### config.mk
export PLATFORM = sky130hd
export DESIGN_NAME = sha256_hash_stream_core
export DESIGN_NICKNAME = d
export VERILOG_FILES = /design/src/hw/rtl/shs_pkg.sv /design/src/hw/rtl/shs_front.sv /design/src/hw/rtl/shs_fifo.sv /design/src/hw/rtl/shs_back.sv /design/src/hw/rtl/sha256_hash_stream_core.sv
export SDC_FILE = /design/constraint.sdc
export NUM_CORES = 2
export LEC_CHECK = 0
export BUFFER_PORTS_ARGS = -buffer_cell sky130_fd_sc_hd__buf_2
export CORE_MARGIN = 2
export CORE_UTILIZATION = 49
export DETAILED_ROUTE_END_ITERATION = 7
export MAX_ROUTING_LAYER = met4
export PLACE_DENSITY_LB_ADDON = 0.08
export SLEW_MARGIN = 5
export SYNTH_ARGS = -nofsm -noshare
export SYNTH_HDL_FRONTEND = slang
export SYNTH_HIERARCHICAL = 1
export SYNTH_SLANG_ARGS = --single-unit
### constraint.sdc
create_clock -name clock -period 18.2 [get_ports clock]
set_input_delay 3.64 -clock clock [delete_from_list [all_inputs] [get_ports clock]]
set_output_delay 3.64 -clock clock [all_outputs]
set_load 0.005 [all_outputs]
### src/hw/rtl/shs_pkg.sv
// shared types, constants and round functions for the sha-256 stream core
// no dependencies
package shs_pkg;

   typedef struct packed {
      logic       has_byte;
      logic [7:0] data_byte;
      logic       end_of_message;
   } req_type;

   typedef struct packed {
      logic [2:0]  word_index;
      logic [31:0] digest_word;
      logic        last_word;
   } rsp_type;

   // one message word between front and back
   typedef struct packed {
      logic [31:0] word;
      logic        msg_end;
   } qword_type;

   localparam int QDEPTH = 16;
   localparam int QPTR_W = $clog2(QDEPTH);

   localparam logic [7:0] PAD_BYTE   = 8'h80;
   localparam logic [3:0] LEN_HI_IDX = 4'd14;
   localparam logic [6:0] ROUNDS     = 7'd64;

   localparam logic [31:0] IV [8] = '{
      32'h6a09e667, 32'hbb67ae85, 32'h3c6ef372, 32'ha54ff53a,
      32'h510e527f, 32'h9b05688c, 32'h1f83d9ab, 32'h5be0cd19};

   localparam logic [31:0] ROUND_K [64] = '{
      32'h428a2f98, 32'h71374491, 32'hb5c0fbcf, 32'he9b5dba5,
      32'h3956c25b, 32'h59f111f1, 32'h923f82a4, 32'hab1c5ed5,
      32'hd807aa98, 32'h12835b01, 32'h243185be, 32'h550c7dc3,
      32'h72be5d74, 32'h80deb1fe, 32'h9bdc06a7, 32'hc19bf174,
      32'he49b69c1, 32'hefbe4786, 32'h0fc19dc6, 32'h240ca1cc,
      32'h2de92c6f, 32'h4a7484aa, 32'h5cb0a9dc, 32'h76f988da,
      32'h983e5152, 32'ha831c66d, 32'hb00327c8, 32'hbf597fc7,
      32'hc6e00bf3, 32'hd5a79147, 32'h06ca6351, 32'h14292967,
      32'h27b70a85, 32'h2e1b2138, 32'h4d2c6dfc, 32'h53380d13,
      32'h650a7354, 32'h766a0abb, 32'h81c2c92e, 32'h92722c85,
      32'ha2bfe8a1, 32'ha81a664b, 32'hc24b8b70, 32'hc76c51a3,
      32'hd192e819, 32'hd6990624, 32'hf40e3585, 32'h106aa070,
      32'h19a4c116, 32'h1e376c08, 32'h2748774c, 32'h34b0bcb5,
      32'h391c0cb3, 32'h4ed8aa4a, 32'h5b9cca4f, 32'h682e6ff3,
      32'h748f82ee, 32'h78a5636f, 32'h84c87814, 32'h8cc70208,
      32'h90befffa, 32'ha4506ceb, 32'hbef9a3f7, 32'hc67178f2};

   function automatic logic [31:0] rotr(input logic [31:0] x, input int n);
      rotr = (x >> n) | (x << (32 - n));
   endfunction

   function automatic logic [31:0] sig0(input logic [31:0] x);
      sig0 = rotr(x, 7) ^ rotr(x, 18) ^ (x >> 3);
   endfunction

   function automatic logic [31:0] sig1(input logic [31:0] x);
      sig1 = rotr(x, 17) ^ rotr(x, 19) ^ (x >> 10);
   endfunction

   function automatic logic [31:0] bsig0(input logic [31:0] x);
      bsig0 = rotr(x, 2) ^ rotr(x, 13) ^ rotr(x, 22);
   endfunction

   function automatic logic [31:0] bsig1(input logic [31:0] x);
      bsig1 = rotr(x, 6) ^ rotr(x, 11) ^ rotr(x, 25);
   endfunction

endpackage

### src/hw/rtl/shs_front.sv
// front: packs bytes into words, counts length, generates padding words
// depends on shs_pkg
module shs_front (
   input  logic               clock,
   input  logic               reset,
   input  logic               req_push,
   output logic               req_full,
   input  shs_pkg::req_type   req_data,
   input  logic               q_full,
   output logic               q_push,
   output shs_pkg::qword_type q_data
);
   import shs_pkg::*;

   localparam logic [1:0] ST_BYTES  = 2'd0;
   localparam logic [1:0] ST_FIRST  = 2'd1;
   localparam logic [1:0] ST_FILL   = 2'd2;
   localparam logic [1:0] ST_LEN_LO = 2'd3;

   logic [1:0]  state_ff, state_in;
   logic [31:0] word_ff, word_in;
   logic [5:0]  fill_ff, fill_in;
   logic [63:0] bitlen_ff, bitlen_in;
   logic [3:0]  wi_ff, wi_in;
   logic        accept;

   assign req_full = q_full || (state_ff != ST_BYTES);
   assign accept   = req_push && !req_full;

   always_comb begin
      state_in  = state_ff;
      word_in   = word_ff;
      fill_in   = fill_ff;
      bitlen_in = bitlen_ff;
      wi_in     = wi_ff;
      q_push    = 1'b0;
      q_data    = '{word: '0, msg_end: 1'b0};
      case (state_ff)
         ST_BYTES: begin
            if (accept && req_data.has_byte) begin
               word_in   = {word_ff[23:0], req_data.data_byte};
               fill_in   = fill_ff + 6'd1;
               bitlen_in = bitlen_ff + 64'd8;
               if (fill_ff[1:0] == 2'd3) begin
                  q_push = 1'b1;
                  q_data = '{word: word_in, msg_end: 1'b0};
               end
            end
            if (accept && req_data.end_of_message) begin
               state_in = ST_FIRST;
            end
         end
         ST_FIRST: begin
            if (!q_full) begin
               q_push = 1'b1;
               case (fill_ff[1:0])
                  2'd0:    q_data.word = {PAD_BYTE, 24'h0};
                  2'd1:    q_data.word = {word_ff[7:0], PAD_BYTE, 16'h0};
                  2'd2:    q_data.word = {word_ff[15:0], PAD_BYTE, 8'h0};
                  default: q_data.word = {word_ff[23:0], PAD_BYTE};
               endcase
               wi_in    = fill_ff[5:2] + 4'd1;
               state_in = ST_FILL;
            end
         end
         ST_FILL: begin
            if (!q_full) begin
               q_push = 1'b1;
               wi_in  = wi_ff + 4'd1;
               if (wi_ff == LEN_HI_IDX) begin
                  q_data.word = bitlen_ff[63:32];
                  state_in    = ST_LEN_LO;
               end
            end
         end
         default: begin
            if (!q_full) begin
               q_push    = 1'b1;
               q_data    = '{word: bitlen_ff[31:0], msg_end: 1'b1};
               fill_in   = '0;
               bitlen_in = '0;
               state_in  = ST_BYTES;
            end
         end
      endcase
   end

   always_ff @(posedge clock) begin
      if (reset) begin
         state_ff  <= ST_BYTES;
         fill_ff   <= '0;
         bitlen_ff <= '0;
      end else begin
         state_ff  <= state_in;
         fill_ff   <= fill_in;
         bitlen_ff <= bitlen_in;
      end
      word_ff <= word_in;
      wi_ff   <= wi_in;
   end

endmodule

### src/hw/rtl/shs_fifo.sv
// short word queue between front and back
// depends on shs_pkg
module shs_fifo (
   input  logic               clock,
   input  logic               reset,
   input  logic               push,
   input  shs_pkg::qword_type push_data,
   output logic               full,
   input  logic               pop,
   output shs_pkg::qword_type pop_data,
   output logic               empty
);
   import shs_pkg::*;

   qword_type           mem_ff [QDEPTH];
   logic [QPTR_W-1:0]   wr_ff, rd_ff;
   logic [QPTR_W:0]     cnt_ff;
   logic                do_push, do_pop;

   assign full     = (cnt_ff == (QPTR_W+1)'(QDEPTH));
   assign empty    = (cnt_ff == '0);
   assign do_push  = push && !full;
   assign do_pop   = pop && !empty;
   assign pop_data = mem_ff[rd_ff];

   always_ff @(posedge clock) begin
      if (reset) begin
         wr_ff  <= '0;
         rd_ff  <= '0;
         cnt_ff <= '0;
      end else begin
         if (do_push) wr_ff <= wr_ff + 1'b1;
         if (do_pop)  rd_ff <= rd_ff + 1'b1;
         cnt_ff <= cnt_ff + (QPTR_W+1)'(do_push) - (QPTR_W+1)'(do_pop);
      end
      if (do_push) mem_ff[wr_ff] <= push_data;
   end

endmodule

### src/hw/rtl/shs_back.sv
// back: 64-round compression, chaining and digest output
// depends on shs_pkg
module shs_back (
   input  logic               clock,
   input  logic               reset,
   input  logic               q_empty,
   input  shs_pkg::qword_type q_data,
   output logic               q_pop,
   output logic               rsp_empty,
   input  logic               rsp_pop,
   output shs_pkg::rsp_type   rsp_data
);
   import shs_pkg::*;

   logic [31:0] v_ff [8];
   logic [31:0] v_in [8];
   logic [31:0] chain_ff [8];
   logic [31:0] hold_ff [8];
   logic [31:0] w_ff [16];
   logic [6:0]  round_ff;
   logic        end_ff;
   logic        out_busy_ff;
   logic [2:0]  out_idx_ff;
   logic        step;
   logic        finish;
   logic [31:0] wi, t1, t2;

   assign wi = round_ff[6:4] == 3'd0 ? q_data.word
             : sig1(w_ff[14]) + w_ff[9] + sig0(w_ff[1]) + w_ff[0];
   assign q_pop  = (round_ff < 7'd16) && !q_empty;
   assign step   = (round_ff < ROUNDS) && ((round_ff >= 7'd16) || !q_empty);
   assign finish = (round_ff == ROUNDS) && !(end_ff && out_busy_ff);

   assign t1 = v_ff[7] + bsig1(v_ff[4]) + ((v_ff[4] & v_ff[5]) ^ (~v_ff[4] & v_ff[6]))
             + ROUND_K[round_ff[5:0]] + wi;
   assign t2 = bsig0(v_ff[0])
             + ((v_ff[0] & v_ff[1]) ^ (v_ff[0] & v_ff[2]) ^ (v_ff[1] & v_ff[2]));

   always_comb begin
      for (int i = 0; i < 8; i++) v_in[i] = chain_ff[i] + v_ff[i];
   end

   assign rsp_empty = !out_busy_ff;
   assign rsp_data  = '{word_index: out_idx_ff, digest_word: hold_ff[out_idx_ff],
                        last_word: (out_idx_ff == 3'd7)};

   always_ff @(posedge clock) begin
      if (reset) begin
         round_ff    <= '0;
         out_busy_ff <= 1'b0;
         out_idx_ff  <= '0;
         end_ff      <= 1'b0;
         for (int i = 0; i < 8; i++) begin
            v_ff[i]     <= IV[i];
            chain_ff[i] <= IV[i];
         end
      end else begin
         if (step) begin
            v_ff[7] <= v_ff[6]; v_ff[6] <= v_ff[5]; v_ff[5] <= v_ff[4];
            v_ff[4] <= v_ff[3] + t1;
            v_ff[3] <= v_ff[2]; v_ff[2] <= v_ff[1]; v_ff[1] <= v_ff[0];
            v_ff[0] <= t1 + t2;
            round_ff <= round_ff + 7'd1;
            if (round_ff == 7'd15) end_ff <= q_data.msg_end;
         end
         if (finish) begin
            round_ff <= '0;
            if (end_ff) begin
               // digest out, chaining back to the initial values
               out_busy_ff <= 1'b1;
               out_idx_ff  <= '0;
               for (int i = 0; i < 8; i++) begin
                  v_ff[i]     <= IV[i];
                  chain_ff[i] <= IV[i];
               end
            end else begin
               for (int i = 0; i < 8; i++) begin
                  v_ff[i]     <= v_in[i];
                  chain_ff[i] <= v_in[i];
               end
            end
         end
         if (out_busy_ff && rsp_pop) begin
            out_idx_ff <= out_idx_ff + 3'd1;
            if (out_idx_ff == 3'd7) out_busy_ff <= 1'b0;
         end
      end
      if (step) begin
         for (int i = 0; i < 15; i++) w_ff[i] <= w_ff[i+1];
         w_ff[15] <= wi;
      end
      if (finish && end_ff) begin
         for (int i = 0; i < 8; i++) hold_ff[i] <= v_in[i];
      end
   end

endmodule

### src/hw/rtl/sha256_hash_stream_core.sv
// top level of the sha-256 byte stream core
// depends on shs_pkg, shs_front, shs_fifo, shs_back
//
// channel   ports                           direction  item
// request   req_push req_full req_data      in         one byte and/or end mark
// response  rsp_pop rsp_empty rsp_data      out        one digest word, 8 per message
//
// one byte item per cycle while the word queue has room; the front packs
// four bytes to a word and the back runs one round per cycle while words are queued
// an end item holds off input while padding words are made,
// and also whenever the word queue is full
// the back waits at the last block of a message while the previous digest is read out
// synchronous reset brings chaining values to the initial hash, counts to zero
module sha256_hash_stream_core (
   input  logic             clock,
   input  logic             reset,
   input  logic             req_push,
   output logic             req_full,
   input  shs_pkg::req_type req_data,
   input  logic             rsp_pop,
   output logic             rsp_empty,
   output shs_pkg::rsp_type rsp_data
);
   import shs_pkg::*;

   // word queue wiring
   logic      q_push, q_full, q_pop, q_empty;
   qword_type q_in, q_out;

   // front: byte packing and padding
   shs_front u_front (
      .clock    (clock),
      .reset    (reset),
      .req_push (req_push),
      .req_full (req_full),
      .req_data (req_data),
      .q_full   (q_full),
      .q_push   (q_push),
      .q_data   (q_in)
   );

   // decouples byte intake from compression
   shs_fifo u_fifo (
      .clock     (clock),
      .reset     (reset),
      .push      (q_push),
      .push_data (q_in),
      .full      (q_full),
      .pop       (q_pop),
      .pop_data  (q_out),
      .empty     (q_empty)
   );

   // back: rounds, chaining, digest words
   shs_back u_back (
      .clock     (clock),
      .reset     (reset),
      .q_empty   (q_empty),
      .q_data    (q_out),
      .q_pop     (q_pop),
      .rsp_empty (rsp_empty),
      .rsp_pop   (rsp_pop),
      .rsp_data  (rsp_data)
   );

endmodule

==> out/metrics.cfg <==
[status]
status = completed

[logic_synthesis]
ys.warnings.count = 6
ys_seq_area_share_pct = 57.2
synth_seq_cells = 1937
netlist_top_cells_area = edfxtp_1 55%, ha_1 5.3%, xnor2_1 4.2%
synthCells = 7520
synth_top_area_share_pct = 54.5
synth_cell_types = 104
synth_area_um2 = 99400
synth-main-ff-cell = edfxtp_1
syn-num-nets = 8154
synth_top_cell_by_area = edfxtp_1
syn_area_per_cell_um2 = 13.2
async_reset_ff_share_pct = 0
synth_edf_count = 1804

[worst_setup_path]
crit_arrival_ns = 12.12
cp_max_fo = 6
r2r-end = u_back/v_ff[0][31]$_DFFE_PP_
rrSetupSlack_ns = 6.67
required_ns = 18.79
reg2reg_from = u_back/w_ff[0][45]$_DFFE_PP_
critPathKind = flip-flop to flip-flop
endpoint_kind = flip-flop
crit_path_start_kind = flip-flop
critPathSlowestCell = o21ai_0
cpMostUsedCell = fa_1
reg2reg_depth = 38
cpPeakStageDelay_ns = 0.75

[placement]
place_ws_ns = 6.85
portBuffers = 51
gp_congestion = 1.00
dpl.hpwl_um = 217000

[hold_path]
hp-start = u_back/w_ff[1][136]$_DFFE_PP_
min_path_cells = 0
hp-class = flip-flop to flip-flop
holdPathEnd = u_back/w_ff[1][104]$_DFFE_PP_

[global_routing]
grt_pass1_wl_um = 441000
grtUsageMet1_pct = 47.2
grt-ovfl-total = 0
antenna_found_initial = 6
grt_pass1_vias = 61400
grtUsageTotal_pct = 30.4
grt_start_max_net_pins = 188
met3_usage_pct = 4.28
grt.busiest_layer = met1
gr-usage-met2_pct = 42.3

[clock_tree]
cts_max_level = 4
cts_resized = 0
cts_buffers = 205
clock_sinks = 1937
clock_latency_ns = 0.87
clk_pin_slew_worst_paths_ns = 0.07
cts-root-buf = clkbuf_16
postCtsSetupBuffers = 0
hold_buffers = 0
cts_tree = done
clk_path_buf_depth = 3

[timing]
slew_headroom_pct = 14.2
hold_viol_final = 0
finalSetupViolCount = 0
fmax_mhz = 86.7
rsz0062_at_grt = false
min_period_over_period_pct = 63.4
skew_ns = 0.0682
hold_ws_ns = 0.395
period_minus_slack_ns = 11.53
slew_violations = 0
tightest_slew_ns = 1.28
fin_ws_ns = 6.67
final.setup.tns_ns = 0

[drt]
firstDrtPassIters = 7
vias = 63900
drc = 0
first_iter_violations = 7673
viasPerCell = 6.11
wirelength_um = 305000
drtAntennaViolNets = 0
post_drt_wl_per_cell_um = 29.2

[finish]
drive_gt1_share_pct = 11.1
nFillCells = 16900
area_growth_pct = 10.5
fin_nets = 8234

[floorplanning]
dieWidth_um = 454
initial_core_util_pct = 49.2
die_height_um = 454
coreArea_um2 = 202000
die_area_um2 = 206000
std_cell_rows = 165
ioPinCount = 52

[run]
drv_cap = 0

[cells in the mapped netlist (all sizes together) (58+ instances only)]
library cell / instances
mux2: 62
nor2: 407
nand2b: 146
xnor2: 476
clkbuf: 263
a22oi: 104
xor2: 161
nand4: 65
a21oi: 443
dfxtp: 133
o21ai: 352
buf: 73
and2: 111
a21o: 216
o21a: 126
fa: 197
edfxtp: 1804
mux4: 200
ha: 423
inv: 403
or3: 58
nand3: 126
nand2: 372
nor3: 76
[state kept, by name, indices dropped and copies added (netlist names), 5 cells and up, named ones only]
name and count:
u_front/fill_ff 6, u_back/chain_ff 256, u_back/round_ff 7, u_front/word_ff 24, u_fifo/cnt_ff 5, u_front/bitlen_ff 61
u_back/v_ff 256, u_back/hold_ff 256, u_fifo/mem_ff 528, u_back/w_ff 512
[kinds of logic after synthesis]
family | share of synthesized area, %
compound gates | 11.3
xor+xnor | 5.64
fa+ha+maj | 9.58
buf+inv | 2.99
flops | 57.2
mux | 5.52
simple gates | 7.77
[how the worst max path moves through the flow]
stage                              endpoint                           from
6_report       u_back/v_ff[0][31]$_DFFE_PP_   u_back/w_ff[0][45]$_DFFE_PP_
5_1_grt        u_back/v_ff[0][31]$_DFFE_PP_   u_back/w_ff[0][45]$_DFFE_PP_
4_1_cts        u_back/v_ff[0][31]$_DFFE_PP_   u_back/w_ff[0][45]$_DFFE_PP_
3_5_place_dp   u_back/v_ff[0][31]$_DFFE_PP_  u_back/w_ff[1][210]$_DFFE_PP_
3_3_place_gp   u_back/v_ff[0][31]$_DFFE_PP_  u_back/w_ff[1][203]$_DFFE_PP_
2_1_floorplan  u_back/v_ff[0][31]$_DFFE_PP_  u_back/w_ff[1][210]$_DFFE_PP_
[critical path: cells and delay by family, from the launching register on]
| kind | cells | cell delay, ns |
|---|---|---|
| AOI/OAI and AO/OA | 18 | 4.72 |
| xor gates and xnor gates | 5 | 1.06 |
| adders and majority gates | 9 | 4.14 |
| buffers and inverters | 2 | 0.10 |
| DFF | 1 | 0.54 |
| and+or+nand+nor | 4 | 0.68 |
[metrics by stage]
step / cells / util (%) / area (um2)
2_1_floorplan: 7520 / - / 99400
4_1_cts: 10500 / 54.4 / 110000
5_1_grt: 10500 / 54.4 / 110000
3_3_place_gp: 10100 / 51.0 / 103000
3_5_place_dp: 10100 / 51.0 / 103000
6_report: 10500 / 54.4 / 110000
[metal layers]
| layer | share of wire, % | vias to the layer above |
|---|---|---|
| met4 | 2.0 | 0 |
| met2 | 43 | 2509 |
| met1 | 48 | 32800 |
| met3 | 7.4 | 329 |
| li1 | - | 28300 |
| met5 | 0 | - |
[area by class of cell]
type	instances	area, um2	share of cell area, %
clock inverter	133	1490	1.36
antenna	3	7.51	0.00683
timing repair buffer	209	1470	1.33
sequential	1937	56900	51.8
inverter	404	1530	1.39
clock buffer	256	5380	4.90
tap	2672	3340	3.04
multi-input combinational	4843	39800	36.2
[layout by cell type (no fill, tap or decap), drive strengths merged, types with 111 or more instances in the layout]
master and instances:
a21o 216, a21oi 443, and2 111, buf 209
clkbuf 256, dfxtp 133, edfxtp 1804, fa 197
ha 423, inv 408, mux4 200, nand2 372
nand2b 146, nand3 126, nor2 407, o21a 126
o21ai 352, xnor2 476, xor2 161
Power is left out: the tool's default activity adds up to more than one toggle a clock period on the data nets, which glitch-free logic cannot reach.
